--- config.mk ---
export PLATFORM = sky130hd
export DESIGN_NAME = hid_key_event_repeat_engine_top
export DESIGN_NICKNAME = d
export VERILOG_FILES = /design/src/hdl/hker_pkg.sv /design/src/hdl/hker_ram.sv /design/src/hdl/hker_lane.sv /design/src/hdl/hker_merge.sv /design/src/hdl/hker_out_buf.sv /design/src/hdl/hid_key_event_repeat_engine_top.sv
export SDC_FILE = /design/constraint.sdc
export NUM_CORES = 2
export LEC_CHECK = 0
export BUFFER_PORTS_ARGS = -buffer_cell sky130_fd_sc_hd__buf_2
export CORE_MARGIN = 8
export CORE_UTILIZATION = 45
export DETAILED_ROUTE_END_ITERATION = 10
export PLACE_DENSITY = 0.71
export SKIP_CTS_REPAIR_TIMING = 1
export SKIP_LAST_GASP = 1
export SLEW_MARGIN = 10
export SYNTH_ARGS = -nofsm -noshare
export SYNTH_HDL_FRONTEND = slang
export SYNTH_HIERARCHICAL = 1
export SYNTH_SLANG_ARGS = --single-unit
--- constraint.sdc ---
create_clock -name clk -period 31.7 [get_ports clk]
set_clock_uncertainty 0.15 [all_clocks]
set_input_delay 1.585 -clock clk [delete_from_list [all_inputs] [get_ports clk]]
set_output_delay 1.585 -clock clk [all_outputs]
set_load 0.05 [all_outputs]
--- src/hdl/hker_pkg.sv ---
// Shared types and constants for the key event repeat engine.
// Holds the request opcodes, keycode values, lane and result structs.
// No dependencies; the lane, merge, output buffer and top files import this package.
`timescale 1ns / 1ps

package hker_pkg;

    // Request opcodes carried in s_tuser
    typedef enum logic [1:0] {
        OP_REPORT = 2'd0,
        OP_POLL   = 2'd1,
        OP_READ   = 2'd2,
        OP_CLEAR  = 2'd3
    } op_t;

    localparam int NUM_SLOTS  = 6;
    localparam int KEY_W      = 8;
    localparam int MOD_W      = 8;
    localparam int TIME_W     = 32;
    localparam int CFG_W      = 24;
    localparam int HELD_W     = 14;
    localparam int KEY_BITS_W = 12;
    localparam int COUNT_W    = 4;
    localparam int EVENT_W    = KEY_W + MOD_W;

    // Stream widths: input report and output result
    localparam int IN_KEY_LSB = TIME_W + MOD_W;
    localparam int IN_DATA_W  = IN_KEY_LSB + NUM_SLOTS * KEY_W;
    localparam int OUT_USED_W = KEY_W + MOD_W + COUNT_W + HELD_W + 1;
    localparam int OUT_DATA_W = 40;

    // Configuration register indexes
    localparam logic [0:0] REG_REPEAT_DELAY    = 1'b0;
    localparam logic [0:0] REG_REPEAT_INTERVAL = 1'b1;

    localparam logic [CFG_W-1:0] DELAY_RESET    = 24'd400000;
    localparam logic [CFG_W-1:0] INTERVAL_RESET = 24'd80000;

    // Modifier byte masks (left and right keys together)
    localparam logic [MOD_W-1:0] MOD_CTRL_MASK  = 8'h11;
    localparam logic [MOD_W-1:0] MOD_SHIFT_MASK = 8'h22;

    // Usage IDs of the tracked keys
    localparam logic [KEY_W-1:0] KC_A      = 8'h04;
    localparam logic [KEY_W-1:0] KC_D      = 8'h07;
    localparam logic [KEY_W-1:0] KC_E      = 8'h08;
    localparam logic [KEY_W-1:0] KC_Q      = 8'h14;
    localparam logic [KEY_W-1:0] KC_S      = 8'h16;
    localparam logic [KEY_W-1:0] KC_W      = 8'h1A;
    localparam logic [KEY_W-1:0] KC_UP     = 8'h52;
    localparam logic [KEY_W-1:0] KC_DOWN   = 8'h51;
    localparam logic [KEY_W-1:0] KC_LEFT   = 8'h50;
    localparam logic [KEY_W-1:0] KC_RIGHT  = 8'h4F;
    localparam logic [KEY_W-1:0] KC_SPACE  = 8'h2C;
    localparam logic [KEY_W-1:0] KC_ESCAPE = 8'h29;

    // Output buffer geometry
    localparam int OBUF_DEPTH = 3;
    localparam int OBUF_PTR_W = 2;

    typedef logic [KEY_W-1:0] key_t;

    // What one slot lane found
    typedef struct packed {
        logic                  is_new;
        logic                  rep_match;
        logic [KEY_BITS_W-1:0] key_bits;
    } lane_t;

    // Combined view of all lanes
    typedef struct packed {
        logic                  found;
        key_t                  fresh_key;
        logic                  rep_match;
        logic [KEY_BITS_W-1:0] key_bits;
    } merge_t;

    // One result item
    typedef struct packed {
        logic               event_valid;
        key_t               event_keycode;
        logic [MOD_W-1:0]   event_modifier;
        logic [COUNT_W-1:0] queued_count;
        logic [HELD_W-1:0]  held_keys;
        logic               dropped;
    } result_t;

endpackage

--- src/hdl/hker_ram.sv ---
// Generic single-port-write, single-port-read RAM with registered read.
// Used for the event queue banks. No dependencies.
`timescale 1ns / 1ps

module hker_ram #(
    parameter int WIDTH = 16,
    parameter int DEPTH = 8,
    localparam int AW = (DEPTH > 1) ? $clog2(DEPTH) : 1
) (
    input  logic             clk,
    input  logic             wr_en,
    input  logic [AW-1:0]    wr_addr,
    input  logic [WIDTH-1:0] wr_data,
    input  logic             rd_en,
    input  logic [AW-1:0]    rd_addr,
    output logic [WIDTH-1:0] rd_data
);

    logic [WIDTH-1:0] mem [DEPTH];
    logic [WIDTH-1:0] rd_data_reg;

    // Write port and registered read port; read data holds between reads
    always_ff @(posedge clk)
    begin
        if (wr_en)
        begin
            mem[wr_addr] <= wr_data;
        end
        if (rd_en)
        begin
            rd_data_reg <= mem[rd_addr];
        end
    end

    assign rd_data = rd_data_reg;

endmodule

--- src/hdl/hker_lane.sv ---
// One keycode slot lane: new-key test, repeat-key match and held-key decode.
// Depends on hker_pkg.
`timescale 1ns / 1ps

module hker_lane
    import hker_pkg::*;
(
    input  key_t  key,
    input  key_t  prev_keys [NUM_SLOTS],
    input  key_t  rep_key,
    output lane_t result
);

    logic in_prev;

    // Look for this slot's key anywhere in the previous report
    always_comb
    begin
        in_prev = 1'b0;
        for (int i = 0; i < NUM_SLOTS; i++)
        begin
            if (prev_keys[i] == key)
            begin
                in_prev = 1'b1;
            end
        end
    end

    // Decode tracked keys into held-key bits
    always_comb
    begin
        result.is_new    = (key != '0) && !in_prev;
        result.rep_match = (key == rep_key);
        result.key_bits  = '0;
        case (key)
            KC_A:      result.key_bits[0]  = 1'b1;
            KC_D:      result.key_bits[1]  = 1'b1;
            KC_E:      result.key_bits[2]  = 1'b1;
            KC_Q:      result.key_bits[3]  = 1'b1;
            KC_S:      result.key_bits[4]  = 1'b1;
            KC_W:      result.key_bits[5]  = 1'b1;
            KC_UP:     result.key_bits[6]  = 1'b1;
            KC_DOWN:   result.key_bits[7]  = 1'b1;
            KC_LEFT:   result.key_bits[8]  = 1'b1;
            KC_RIGHT:  result.key_bits[9]  = 1'b1;
            KC_SPACE:  result.key_bits[10] = 1'b1;
            KC_ESCAPE: result.key_bits[11] = 1'b1;
            default:   result.key_bits     = '0;
        endcase
    end

endmodule

--- src/hdl/hker_merge.sv ---
// Merge stage: picks the first new key by slot order and ORs lane flags.
// Depends on hker_pkg.
`timescale 1ns / 1ps

module hker_merge
    import hker_pkg::*;
(
    input  lane_t  lanes [NUM_SLOTS],
    input  key_t   keys  [NUM_SLOTS],
    output merge_t result
);

    // Scan from the last slot down so the lowest new slot wins
    always_comb
    begin
        result.found     = 1'b0;
        result.fresh_key = '0;
        result.rep_match = 1'b0;
        result.key_bits  = '0;
        for (int i = NUM_SLOTS - 1; i >= 0; i--)
        begin
            if (lanes[i].is_new)
            begin
                result.found     = 1'b1;
                result.fresh_key = keys[i];
            end
            result.rep_match = result.rep_match | lanes[i].rep_match;
            result.key_bits  = result.key_bits | lanes[i].key_bits;
        end
    end

endmodule

--- src/hdl/hker_out_buf.sv ---
// Three-entry result buffer between the engine pipeline and the output stream.
// Depends on hker_pkg.
`timescale 1ns / 1ps

module hker_out_buf
    import hker_pkg::*;
(
    input  logic    clk,
    input  logic    rst_n,
    input  logic    in_valid,
    input  result_t in_data,
    output logic    room,
    output logic    out_valid,
    input  logic    out_ready,
    output result_t out_data
);

    result_t               entry [OBUF_DEPTH];
    logic [OBUF_PTR_W-1:0] wr_ptr_reg, wr_ptr_next;
    logic [OBUF_PTR_W-1:0] rd_ptr_reg, rd_ptr_next;
    logic [OBUF_PTR_W-1:0] cnt_reg, cnt_next;
    logic                  pop;

    function automatic logic [OBUF_PTR_W-1:0] ptr_inc(input logic [OBUF_PTR_W-1:0] p);
        return (p == OBUF_PTR_W'(OBUF_DEPTH - 1)) ? '0 : p + 1'b1;
    endfunction

    assign out_valid = (cnt_reg != '0);
    assign out_data  = entry[rd_ptr_reg];
    assign pop       = out_valid && out_ready;

    // Take a new request only if the one in flight plus it still fit
    assign room = ({1'b0, cnt_reg} + {{OBUF_PTR_W{1'b0}}, in_valid})
                  <= (OBUF_PTR_W + 1)'(OBUF_DEPTH - 1);

    // Advance pointers and occupancy
    always_comb
    begin
        wr_ptr_next = in_valid ? ptr_inc(wr_ptr_reg) : wr_ptr_reg;
        rd_ptr_next = pop ? ptr_inc(rd_ptr_reg) : rd_ptr_reg;
        cnt_next    = cnt_reg + OBUF_PTR_W'(in_valid) - OBUF_PTR_W'(pop);
    end

    always_ff @(posedge clk or negedge rst_n)
    begin
        if (!rst_n)
        begin
            wr_ptr_reg <= '0;
            rd_ptr_reg <= '0;
            cnt_reg    <= '0;
        end
        else
        begin
            wr_ptr_reg <= wr_ptr_next;
            rd_ptr_reg <= rd_ptr_next;
            cnt_reg    <= cnt_next;
        end
    end

    // Hold payload
    always_ff @(posedge clk)
    begin
        if (in_valid)
        begin
            entry[wr_ptr_reg] <= in_data;
        end
    end

endmodule

--- src/hdl/hid_key_event_repeat_engine_top.sv ---
// Top level of the keyboard event repeat engine.
// Depends on hker_pkg, hker_lane, hker_merge, hker_ram and hker_out_buf.
`timescale 1ns / 1ps

// The engine accepts one request per clock while s_tready shows room in the output
// buffer, and returns exactly one result per request, in order. One stage covers
// the registered read of the event queue banks, the second is a
// three-entry output buffer that lets the input keep flowing while a result
// waits. A report is checked by six slot lanes side by side (one per keycode
// slot), and their findings are merged before the queue and repeat timer update
// in the same cycle. The event store needs no clearing pass after reset; entries
// are read only after they were written. The queue holds QUEUE_DEPTH-1 events.
// Configuration writes are taken in any cycle but must only be issued while the
// engine is idle.
module hid_key_event_repeat_engine_top
    import hker_pkg::*;
#(
    parameter int QUEUE_DEPTH = 16
) (
    input  logic                  clk,
    input  logic                  rst_n,
    // Configuration write port
    input  logic                  cfg_wr_en,
    input  logic [0:0]            cfg_index,
    input  logic [CFG_W-1:0]      cfg_data,
    // Request stream
    input  logic                  s_tvalid,
    output logic                  s_tready,
    // s_tdata: now_us[31:0], modifier_bits[39:32], key_code_0[47:40] ..
    //          key_code_5[87:80]
    input  logic [IN_DATA_W-1:0]  s_tdata,
    // s_tuser: operation[1:0]
    input  logic [1:0]            s_tuser,
    // Result stream
    output logic                  m_tvalid,
    input  logic                  m_tready,
    // m_tdata: event_keycode[7:0], event_modifier[15:8], queued_count[19:16],
    //          held_keys[33:20], dropped[34], zero pad[39:35]
    output logic [OUT_DATA_W-1:0] m_tdata,
    // m_tuser: event_valid[0]
    output logic [0:0]            m_tuser
);

    localparam int QW         = $clog2(QUEUE_DEPTH);
    localparam int BANK_DEPTH = QUEUE_DEPTH / 2;
    localparam int BAW        = (BANK_DEPTH > 1) ? $clog2(BANK_DEPTH) : 1;
    localparam int CNT_W      = QW + 1;
    localparam logic [QW-1:0] LAST_IDX = QW'(QUEUE_DEPTH - 1);

    typedef logic [QW-1:0] qidx_t;

    function automatic qidx_t qinc(input qidx_t p);
        return (p == LAST_IDX) ? '0 : p + 1'b1;
    endfunction

    function automatic logic [BAW-1:0] bank_addr(input qidx_t p);
        qidx_t sh;
        sh = p >> 1;
        return sh[BAW-1:0];
    endfunction

    // Request fields
    op_t              in_op;
    logic [TIME_W-1:0] now;
    logic [MOD_W-1:0] in_mod;
    key_t             in_keys  [NUM_SLOTS];
    key_t             eff_keys [NUM_SLOTS];
    logic [MOD_W-1:0] eff_mod;
    logic             acc;

    // Engine state
    key_t              prev_keys_reg [NUM_SLOTS];
    key_t              prev_keys_next [NUM_SLOTS];
    logic [MOD_W-1:0]  prev_mod_reg, prev_mod_next;
    key_t              rep_key_reg, rep_key_next;
    logic [MOD_W-1:0]  rep_mod_reg, rep_mod_next;
    logic [TIME_W-1:0] rep_start_reg, rep_start_next;
    logic [TIME_W-1:0] rep_last_reg, rep_last_next;
    qidx_t             head_reg, head_next;
    qidx_t             tail_reg, tail_next;
    logic [HELD_W-1:0] held_reg, held_next;
    logic [CFG_W-1:0]  delay_reg;
    logic [CFG_W-1:0]  interval_reg;
    logic [EVENT_W-1:0] last_entry_reg;
    qidx_t             head_plus1;

    // Lane and merge results
    lane_t  lane_res [NUM_SLOTS];
    merge_t merged;

    // Queue write and read controls
    logic               push0_en, push1_en;
    qidx_t              push0_idx, push1_idx;
    logic [EVENT_W-1:0] push0_data, push1_data;
    logic               drop;
    logic               rd_go;
    logic               bank_we    [2];
    logic [BAW-1:0]     bank_waddr [2];
    logic [EVENT_W-1:0] bank_wdata [2];
    logic [EVENT_W-1:0] bank_rdata [2];
    logic               last_we;
    logic [EVENT_W-1:0] last_wdata;
    logic [CNT_W-1:0]   count_after;

    // First pipeline stage
    logic               s1_valid_reg;
    logic               s1_event_valid_reg;
    logic               s1_from_last_reg;
    logic               s1_bank_reg;
    logic [EVENT_W-1:0] s1_last_data_reg;
    logic [COUNT_W-1:0] s1_count_reg;
    logic [HELD_W-1:0]  s1_held_reg;
    logic               s1_dropped_reg;
    logic [EVENT_W-1:0] s1_event;
    result_t            s1_result;
    result_t            out_res;

    // Unpack request
    always_comb
    begin
        in_op  = op_t'(s_tuser);
        now    = s_tdata[TIME_W-1:0];
        in_mod = s_tdata[IN_KEY_LSB-1:TIME_W];
        for (int i = 0; i < NUM_SLOTS; i++)
        begin
            in_keys[i]  = s_tdata[IN_KEY_LSB + KEY_W * i +: KEY_W];
            eff_keys[i] = (in_op == OP_REPORT) ? in_keys[i] : prev_keys_reg[i];
        end
        eff_mod = (in_op == OP_REPORT) ? in_mod : prev_mod_reg;
    end

    assign acc        = s_tvalid && s_tready;
    assign head_plus1 = qinc(head_reg);

    // One lane per keycode slot
    for (genvar g = 0; g < NUM_SLOTS; g++)
    begin : g_lane
        hker_lane u_lane (
            .key       (eff_keys[g]),
            .prev_keys (prev_keys_reg),
            .rep_key   (rep_key_reg),
            .result    (lane_res[g])
        );
    end

    hker_merge u_merge (
        .lanes  (lane_res),
        .keys   (eff_keys),
        .result (merged)
    );

    // Queue, repeat timer and held-key update for one request
    always_comb
    begin
        prev_keys_next = prev_keys_reg;
        prev_mod_next  = prev_mod_reg;
        rep_key_next   = rep_key_reg;
        rep_mod_next   = rep_mod_reg;
        rep_start_next = rep_start_reg;
        rep_last_next  = rep_last_reg;
        head_next      = head_reg;
        tail_next      = tail_reg;
        held_next      = held_reg;
        push0_en       = 1'b0;
        push1_en       = 1'b0;
        push0_idx      = head_reg;
        push1_idx      = head_reg;
        push0_data     = {in_mod, merged.fresh_key};
        push1_data     = '0;
        drop           = 1'b0;
        rd_go          = 1'b0;
        case (in_op)
            OP_REPORT, OP_POLL:
            begin
                // Queue the first newly pressed key and make it the repeat key
                if ((in_op == OP_REPORT) && merged.found)
                begin
                    if (qinc(head_next) != tail_reg)
                    begin
                        push0_en  = 1'b1;
                        push0_idx = head_next;
                        head_next = qinc(head_next);
                    end
                    else
                    begin
                        drop = 1'b1;
                    end
                    rep_key_next   = merged.fresh_key;
                    rep_mod_next   = in_mod;
                    rep_start_next = now;
                    rep_last_next  = now;
                end
                if (in_op == OP_REPORT)
                begin
                    prev_keys_next = in_keys;
                    prev_mod_next  = in_mod;
                end
                held_next = {merged.key_bits,
                             |(eff_mod & MOD_CTRL_MASK),
                             |(eff_mod & MOD_SHIFT_MASK)};
                // Run typematic repeat on the current report
                if (rep_key_next != '0)
                begin
                    if (!(((in_op == OP_REPORT) && merged.found) || merged.rep_match))
                    begin
                        rep_key_next   = '0;
                        rep_mod_next   = '0;
                        rep_start_next = '0;
                        rep_last_next  = '0;
                    end
                    else
                    begin
                        if (eff_mod != rep_mod_next)
                        begin
                            rep_mod_next   = eff_mod;
                            rep_start_next = now;
                            rep_last_next  = now;
                        end
                        if (((now - rep_start_next) >= {8'd0, delay_reg}) &&
                            ((now - rep_last_next) >= {8'd0, interval_reg}))
                        begin
                            if (qinc(head_next) != tail_reg)
                            begin
                                push1_en      = 1'b1;
                                push1_idx     = head_next;
                                push1_data    = {rep_mod_next, rep_key_next};
                                head_next     = qinc(head_next);
                                rep_last_next = now;
                            end
                            else
                            begin
                                drop = 1'b1;
                            end
                        end
                    end
                end
            end
            OP_READ:
            begin
                // Dequeue the oldest event if any
                if (head_reg != tail_reg)
                begin
                    rd_go     = 1'b1;
                    tail_next = qinc(tail_reg);
                end
            end
            OP_CLEAR:
            begin
                for (int i = 0; i < NUM_SLOTS; i++)
                begin
                    prev_keys_next[i] = '0;
                end
                prev_mod_next  = '0;
                rep_key_next   = '0;
                rep_mod_next   = '0;
                rep_start_next = '0;
                rep_last_next  = '0;
                head_next      = '0;
                tail_next      = '0;
                held_next      = '0;
            end
            default:
            begin
                drop = 1'b0;
            end
        endcase
    end

    // Queue occupancy after this request
    always_comb
    begin
        if (head_next >= tail_next)
        begin
            count_after = CNT_W'(head_next) - CNT_W'(tail_next);
        end
        else
        begin
            count_after = CNT_W'(head_next) + CNT_W'(QUEUE_DEPTH) - CNT_W'(tail_next);
        end
    end

    // Route pushes: even and odd slots go to two banks, the last slot to a register
    always_comb
    begin
        for (int b = 0; b < 2; b++)
        begin
            bank_we[b]    = 1'b0;
            bank_waddr[b] = bank_addr(push0_idx);
            bank_wdata[b] = push0_data;
            if (push0_en && (push0_idx != LAST_IDX) && (push0_idx[0] == 1'(b)))
            begin
                bank_we[b] = acc;
            end
            else if (push1_en && (push1_idx != LAST_IDX) && (push1_idx[0] == 1'(b)))
            begin
                bank_we[b]    = acc;
                bank_waddr[b] = bank_addr(push1_idx);
                bank_wdata[b] = push1_data;
            end
        end
        last_we    = 1'b0;
        last_wdata = push0_data;
        if (push0_en && (push0_idx == LAST_IDX))
        begin
            last_we = acc;
        end
        else if (push1_en && (push1_idx == LAST_IDX))
        begin
            last_we    = acc;
            last_wdata = push1_data;
        end
    end

    for (genvar b = 0; b < 2; b++)
    begin : g_bank
        hker_ram #(
            .WIDTH (EVENT_W),
            .DEPTH (BANK_DEPTH)
        ) u_bank (
            .clk     (clk),
            .wr_en   (bank_we[b]),
            .wr_addr (bank_waddr[b]),
            .wr_data (bank_wdata[b]),
            .rd_en   (acc && rd_go),
            .rd_addr (bank_addr(tail_reg)),
            .rd_data (bank_rdata[b])
        );
    end

    // Hold state and first-stage control
    always_ff @(posedge clk or negedge rst_n)
    begin
        if (!rst_n)
        begin
            for (int i = 0; i < NUM_SLOTS; i++)
            begin
                prev_keys_reg[i] <= '0;
            end
            prev_mod_reg  <= '0;
            rep_key_reg   <= '0;
            rep_mod_reg   <= '0;
            rep_start_reg <= '0;
            rep_last_reg  <= '0;
            head_reg      <= '0;
            tail_reg      <= '0;
            held_reg      <= '0;
            delay_reg     <= DELAY_RESET;
            interval_reg  <= INTERVAL_RESET;
            s1_valid_reg  <= 1'b0;
        end
        else
        begin
            s1_valid_reg <= acc;
            if (acc)
            begin
                prev_keys_reg <= prev_keys_next;
                prev_mod_reg  <= prev_mod_next;
                rep_key_reg   <= rep_key_next;
                rep_mod_reg   <= rep_mod_next;
                rep_start_reg <= rep_start_next;
                rep_last_reg  <= rep_last_next;
                head_reg      <= head_next;
                tail_reg      <= tail_next;
                held_reg      <= held_next;
            end
            if (cfg_wr_en)
            begin
                case (cfg_index)
                    REG_REPEAT_DELAY:    delay_reg    <= cfg_data;
                    REG_REPEAT_INTERVAL: interval_reg <= cfg_data;
                    default:             delay_reg    <= delay_reg;
                endcase
            end
        end
    end

    // Hold payload: last queue slot and first-stage result fields
    always_ff @(posedge clk)
    begin
        if (last_we)
        begin
            last_entry_reg <= last_wdata;
        end
        if (acc)
        begin
            s1_event_valid_reg <= rd_go;
            s1_from_last_reg   <= (tail_reg == LAST_IDX);
            s1_bank_reg        <= tail_reg[0];
            s1_last_data_reg   <= last_entry_reg;
            s1_count_reg       <= COUNT_W'(count_after);
            s1_held_reg        <= held_next;
            s1_dropped_reg     <= drop;
        end
    end

    // Pick the dequeued event from its bank or the last-slot register
    always_comb
    begin
        if (!s1_event_valid_reg)
        begin
            s1_event = '0;
        end
        else if (s1_from_last_reg)
        begin
            s1_event = s1_last_data_reg;
        end
        else
        begin
            s1_event = s1_bank_reg ? bank_rdata[1] : bank_rdata[0];
        end
        s1_result.event_valid    = s1_event_valid_reg;
        s1_result.event_keycode  = s1_event[KEY_W-1:0];
        s1_result.event_modifier = s1_event[EVENT_W-1:KEY_W];
        s1_result.queued_count   = s1_count_reg;
        s1_result.held_keys      = s1_held_reg;
        s1_result.dropped        = s1_dropped_reg;
    end

    hker_out_buf u_out_buf (
        .clk       (clk),
        .rst_n     (rst_n),
        .in_valid  (s1_valid_reg),
        .in_data   (s1_result),
        .room      (s_tready),
        .out_valid (m_tvalid),
        .out_ready (m_tready),
        .out_data  (out_res)
    );

    assign m_tdata = {(OUT_DATA_W - OUT_USED_W)'(0), out_res.dropped, out_res.held_keys,
                      out_res.queued_count, out_res.event_modifier, out_res.event_keycode};
    assign m_tuser = out_res.event_valid;

    // A drop leaves the queue full
    a_drop_full: assert property (@(posedge clk) disable iff (!rst_n)
        (s1_valid_reg && s1_dropped_reg) |-> (head_plus1 == tail_reg))
        else $error("drop reported while queue not full");

    // A read of a non-empty queue advances the read pointer
    a_read_advance: assert property (@(posedge clk) disable iff (!rst_n)
        (acc && (in_op == OP_READ) && (head_reg != tail_reg)) |=>
        (tail_reg != $past(tail_reg)))
        else $error("read did not advance queue tail");

    // Clear empties the queue and drops repeat and held state
    a_clear: assert property (@(posedge clk) disable iff (!rst_n)
        (acc && (in_op == OP_CLEAR)) |=>
        ((head_reg == tail_reg) && (held_reg == '0) && (rep_key_reg == '0)))
        else $error("clear left state behind");

    // No repeat key means the repeat timer is at rest
    a_idle_repeat: assert property (@(posedge clk) disable iff (!rst_n)
        (rep_key_reg == '0) |->
        ((rep_mod_reg == '0) && (rep_start_reg == '0) && (rep_last_reg == '0)))
        else $error("repeat state active without a repeat key");

endmodule
### Word level (Yosys, flattened, before mapping)

Memory sizes are Yosys's and may differ from the RTL's. A register that Yosys moved wholly into a read port is not among the register bits.
Cells that the tools add are included.
W data, S select, Z words.

| storage, ports and cells | value |
|---|---|
| register bits after elaboration | 267 |
| RAM bits | 364 |
| output and inout port bits | 43 |
| logic and storage cells | 455 |
| memories kept | 3 |

| operators by class | value |
|---|---|
| $add $sub $neg | 13 |
| order comparisons | 4 |
| equality and inequality tests | 130 |
| multiplexer cells | 221 |
| bitwise logic cells | 13 |
| reductions and logical operators | 43 |

Memories:

| name | words | bits a word | read ports | clocked after Yosys merged registers in | write ports | line | RTL |
|---|---|---|---|---|---|---|---|
| g_bank[0].u_bank.mem | 8 | 16 | 1 | 1 | 1 | hker_ram.sv:19 | `logic [WIDTH-1:0] mem [DEPTH];` |
| g_bank[1].u_bank.mem | 8 | 16 | 1 | 1 | 1 | hker_ram.sv:19 |  |
| u_out_buf.entry | 3 | 36 | 1 | 0 | 1 | hker_out_buf.sv:18 | `result_t entry [OBUF_DEPTH];` |

Operators by type and width:

| kind | number |
|---|---|
| $mux W32 | 16 |
| $eq A8 B8 Y1 | 42 |
| $mux W16 | 14 |
| $eq A8 B7 Y1 const B | 24 |
| $eq A8 B5 Y1 const B | 18 |
| $mux W1 | 136 |
| $mux W8 | 16 |
| $pmux W32 S2 | 2 |
| $eq A8 B3 Y1 const B | 12 |
| $eq A8 B6 Y1 const B | 12 |
| $pmux W48 S2 | 1 |
| $mux W4 | 17 |
| $ge A32 B24 Y1 | 2 |
| $sub A32 B32 Y32 | 2 |
| $or A12 B12 Y12 | 5 |
| $reduce_bool A8 Y1 | 7 |
| $mux W9 | 6 |
| $eq A8 B4 Y1 const B | 6 |
| $mux W48 | 1 |
| $pmux W8 S2 | 3 |
| $pmux W14 S2 | 1 |
| $logic_and A1 B1 Y1 | 19 |
| $add A4 B1 Y4 const B | 4 |
| $eq A4 B4 Y1 const B | 4 |
| 25 further kinds | 54 |

### Depth between registers and ports, before layout

| logic depth | value |
|---|---|
| word-level depth | 39 |
| gate-level depth with buffers | 56 |
| gate-level depth less buffers | 48 |

### By module

Netlist, hierarchy kept.

Modules (own cells, without submodules):

| module | times used | cells each | area an instance (sq um) |
|---|---|---|---|
| hid_key_event_repeat_engine_top | 1 | 1910 | 18096.1 |
| hker_ram | 2 | 214 | 5454.0 |
| hker_lane | 6 | 113 | 862.1 |
| hker_out_buf | 1 | 262 | 4374.2 |
| hker_merge | 1 | 93 | 613.1 |

### Worst setup path before layout

Ideal clock, no wire load.

| timing path | value |
|---|---|
| kind | input -> register |
| start point | input s_tuser[0] |
| end point | memory g_bank[1].u_bank.mem[0][0], enable pin |
| setup time | 409 ps |
| arrival time | 12281 ps |
| required time | 31141 ps |
| setup slack | 18860 ps |
| cell stages on the path | 50 |
| path buffers | 9 |
| cells stage by stage | inv_1 > ha_1 > clkbuf_1 > clkbuf_1 > buf_1 > clkbuf_1 > mux2_2 > buf_4 > xor2_1 > nor4_1 > nand2_1 > o21ai_0 > nor4_1 > buf_6 > nor4_1 > nand2_1 > and2_1 > a31oi_1 > (+14 left out) > a21oi_1 > nor2_1 > nor2_1 > xnor2_1 > ha_1 > and4_1 > nand2_1 > or2_2 > a21oi_1 > a311oi_1 > nand4_1 > a2111oi_0 > nand4_1 > and4_4 > buf_6 > nand3_1 > mux2_2 > nor3_1 |

RTL lines:

| item | line | RTL |
|---|---|---|
| start: declaration | hid_key_event_repeat_engine_top.sv:33 | `input logic [1:0] s_tuser,` |
| end: declaration | hker_ram.sv:19 |  |

==> metrics <==
Via density 5.922; initial antenna violation count 9; worst min-delay path category reg -> reg; CTS tree yes; vias 27690; Port Buffers 157; share of layout cells above drive strength 1 0.1575; Synth area leader edfxtp_1; min Tclk post-route 14.41 ns; Layout Nets 3706; CP max-delay cell nor4_2; switching pwr 1921 uW; Internal 2493 uW; hold path start last_entry_reg[5]; Die X 311.0 um; Slew HR 0.2065; clock slew at reported path FFs 0.06 ns; Final ANT Viol Nets 0; Root Driver clkbuf_16; setup repair after global routing missed its margin no; num ports 163; Synth cell types 109; status finished, final reports clean; Final Instance Area 43050 um2; core area 86480 um2; per-cell routed wire length 23.77 um; Pwr Density 102.5 nW/um2; First-pass DRT Iterations 6; Final Max Slew Viols 0; Synth Instances 3371; clk_lat worst skew 0.65 ns; Cell Area, Synth 39160 um2; CP endpoint kind flip-flop; Final setup viols 0; top_reg_cell synth edfxtp_1; post-place instance area 40640 um2; CP required 31.91 ns; Reg2Reg Depth 42; setup_tns 0 ns; final-report hold violation count 0; slowest stage delay, CP 1.00 ns; yosys warns 6; CTS max path bufs 3; number of remaining DRC errors 0; Comb pwr share 0.481; Num CTS Buffers 75; flop2flop setup slack 18.82 ns; Tot Pwr 4414 uW; dpl hpwl 76.02 mm; pin count of the biggest net entering global routing 108; worst setup path startpoint s_tuser[0]; drt first-iter violations 2867; hold depth 0; crit path DAT 14.62 ns; R2R Path Start prev_keys_reg[32]; Reg power frac 0.327; fmax 69.41 MHz; Period Utilization, post-route 0.4545; Critical Path Source Type primary input; CP Class in -> reg; Congestion Overflow GR 0; Worst-Margin Slew 1.186 ns; Post-synth EDFFs 450; Peak VDD IR 0.07875 mV; GRT Util Overall 0.2228; syn avg cell area 11.62 um2; Critical Path Fanout Max 71; Leak 0.01612 uW; Area Overhead vs Synth 9.929%; wirelength, routed 111.1 mm; max reg flops 256; max_cap viols 0; vias in the first global route 27220; Switching Share 0.4352; Synth area leaders edfxtp_1 35%, dfrtp_1 13%, xnor2_1 6.3%, ha_1 4.0%, mux2_2 3.8%; first-pass GRT wire length 169.1 mm; post-synth top area share 0.3450; GP Congestion 0.9798; CTS H-tree lvls 3; Starting Density 0.4529; Post-synth ARST share 0.3213; full die area 96730 um2; Row Count 108; Synth Register Bits 663; Sink Count 663; post-synthesis sequential area ratio 0.4815; clock share of power 0.193; die height 311.0 um
==> placed cells by master (no fill, tap or decap), drive strengths merged, types with 83 or more instances in the layout <==
master / synthesis / layout
inv: 93 / 96
a21oi: 96 / 96
xor2: 141 / 141
edfxtp: 450 / 450
mux2: 156 / 156
nand2: 299 / 299
buf: 119 / 203
mux2i: 119 / 119
ha: 126 / 126
nor2: 161 / 161
o21ai: 253 / 253
dfrtp: 202 / 202
nor4: 83 / 83
xnor2: 282 / 282
clkbuf: 79 / 101
nand4: 90 / 90
nand2b: 85 / 85
==> cell type report <==
class                      count  area [um2]
tap                         1155        1445
antenna                        3       7.507
timing repair buffer         203        1141
fill                        7563       43430
sequential                   663       18870
clock inverter                37       382.9
clock buffer                 101        2026
inverter                      93       349.1
multi-input combinational   2421       18840
==> worst paths after layout <==
path,to
worst max register to register,s1_count_reg[3]
min in group asynchronous,prev_keys_reg[39]
worst max-delay path,s1_count_reg[3]
worst min register to register,s1_last_data_reg[5]
worst min-delay path,s1_last_data_reg[5]
max in group asynchronous,tail_reg[1]
==> cells by family after synthesis <==
family / share of synthesized area
flops: 0.4815
compound gates: 0.1019
fa+ha+maj: 0.04179
mux: 0.1181
buf+inv: 0.04022
xor+xnor: 0.09540
simple gates: 0.1210
other cells: 0.00009575
==> cell usage after synthesis, drive strengths merged, types with 8 or more instances <==
| cell type | instances |
|---|---|
| a21o | 38 |
| a21oi | 96 |
| a221oi | 17 |
| a22o | 76 |
| a31oi | 17 |
| and2 | 26 |
| and3 | 9 |
| buf | 119 |
| clkbuf | 79 |
| dfrtp | 202 |
| dfstp | 11 |
| edfxtp | 450 |
| ha | 126 |
| inv | 93 |
| mux2 | 156 |
| mux2i | 119 |
| mux4 | 64 |
| nand2 | 299 |
| nand2b | 85 |
| nand3 | 37 |
| nand3b | 13 |
| nand4 | 90 |
| nor2 | 161 |
| nor2b | 9 |
| nor3 | 37 |
| nor4 | 83 |
| nor4b | 8 |
| o211ai | 9 |
| o21a | 9 |
| o21ai | 253 |
| o22ai | 10 |
| or2 | 10 |
| or3 | 8 |
| or4 | 11 |
| xnor2 | 282 |
| xor2 | 141 |
==> per-stage QoR <==
stage,instances,worst slack [ns],hold WS [ns],util
floorplan,3375,18.86,0.2503,-
global placement,4535,17.15,0.2517,0.4699
CTS,4673,17.68,0.2699,0.4977
global route,4675,16.36,0.2835,0.4978
detailed placement,4535,17.09,0.2545,0.4699
finish,4676,17.29,0.2721,0.4978
==> power by group through the flow <==
stage          registers (uW)  logic (uW)  clock network (uW)
5_1_grt                  1450        2330                 896
3_5_place_dp             1450        2100                   0
2_1_floorplan            1320        1680                   0
6_report                 1440        2120                 850
4_1_cts                  1430        2110                 867
3_3_place_gp             1450        2070                   0
==> per-layer routing <==
layer | GRT usage | part of all wire | wire (um) | vias up
met5 | 0 | 0.00053 | 59 | -
met4 | 0.07743 | 0.035 | 3915 | 8
met3 | 0.03791 | 0.072 | 7992 | 235
met2 | 0.3536 | 0.46 | 50690 | 1080
met1 | 0.3081 | 0.44 | 48470 | 13690
li1 | - | - | - | 12680
==> worst max-delay path, delay by kind of cell <==
kind | cells | cell delay (ns)
adders and majority gates | 4 | 1.31
muxes | 2 | 0.80
and+or+nand+nor | 16 | 5.05
xor gates and xnor gates | 2 | 0.32
AOI/OAI and AO/OA | 18 | 4.31
buffers and inverters | 4 | 1.07
Note: power is estimated with default switching activity, not from simulation.
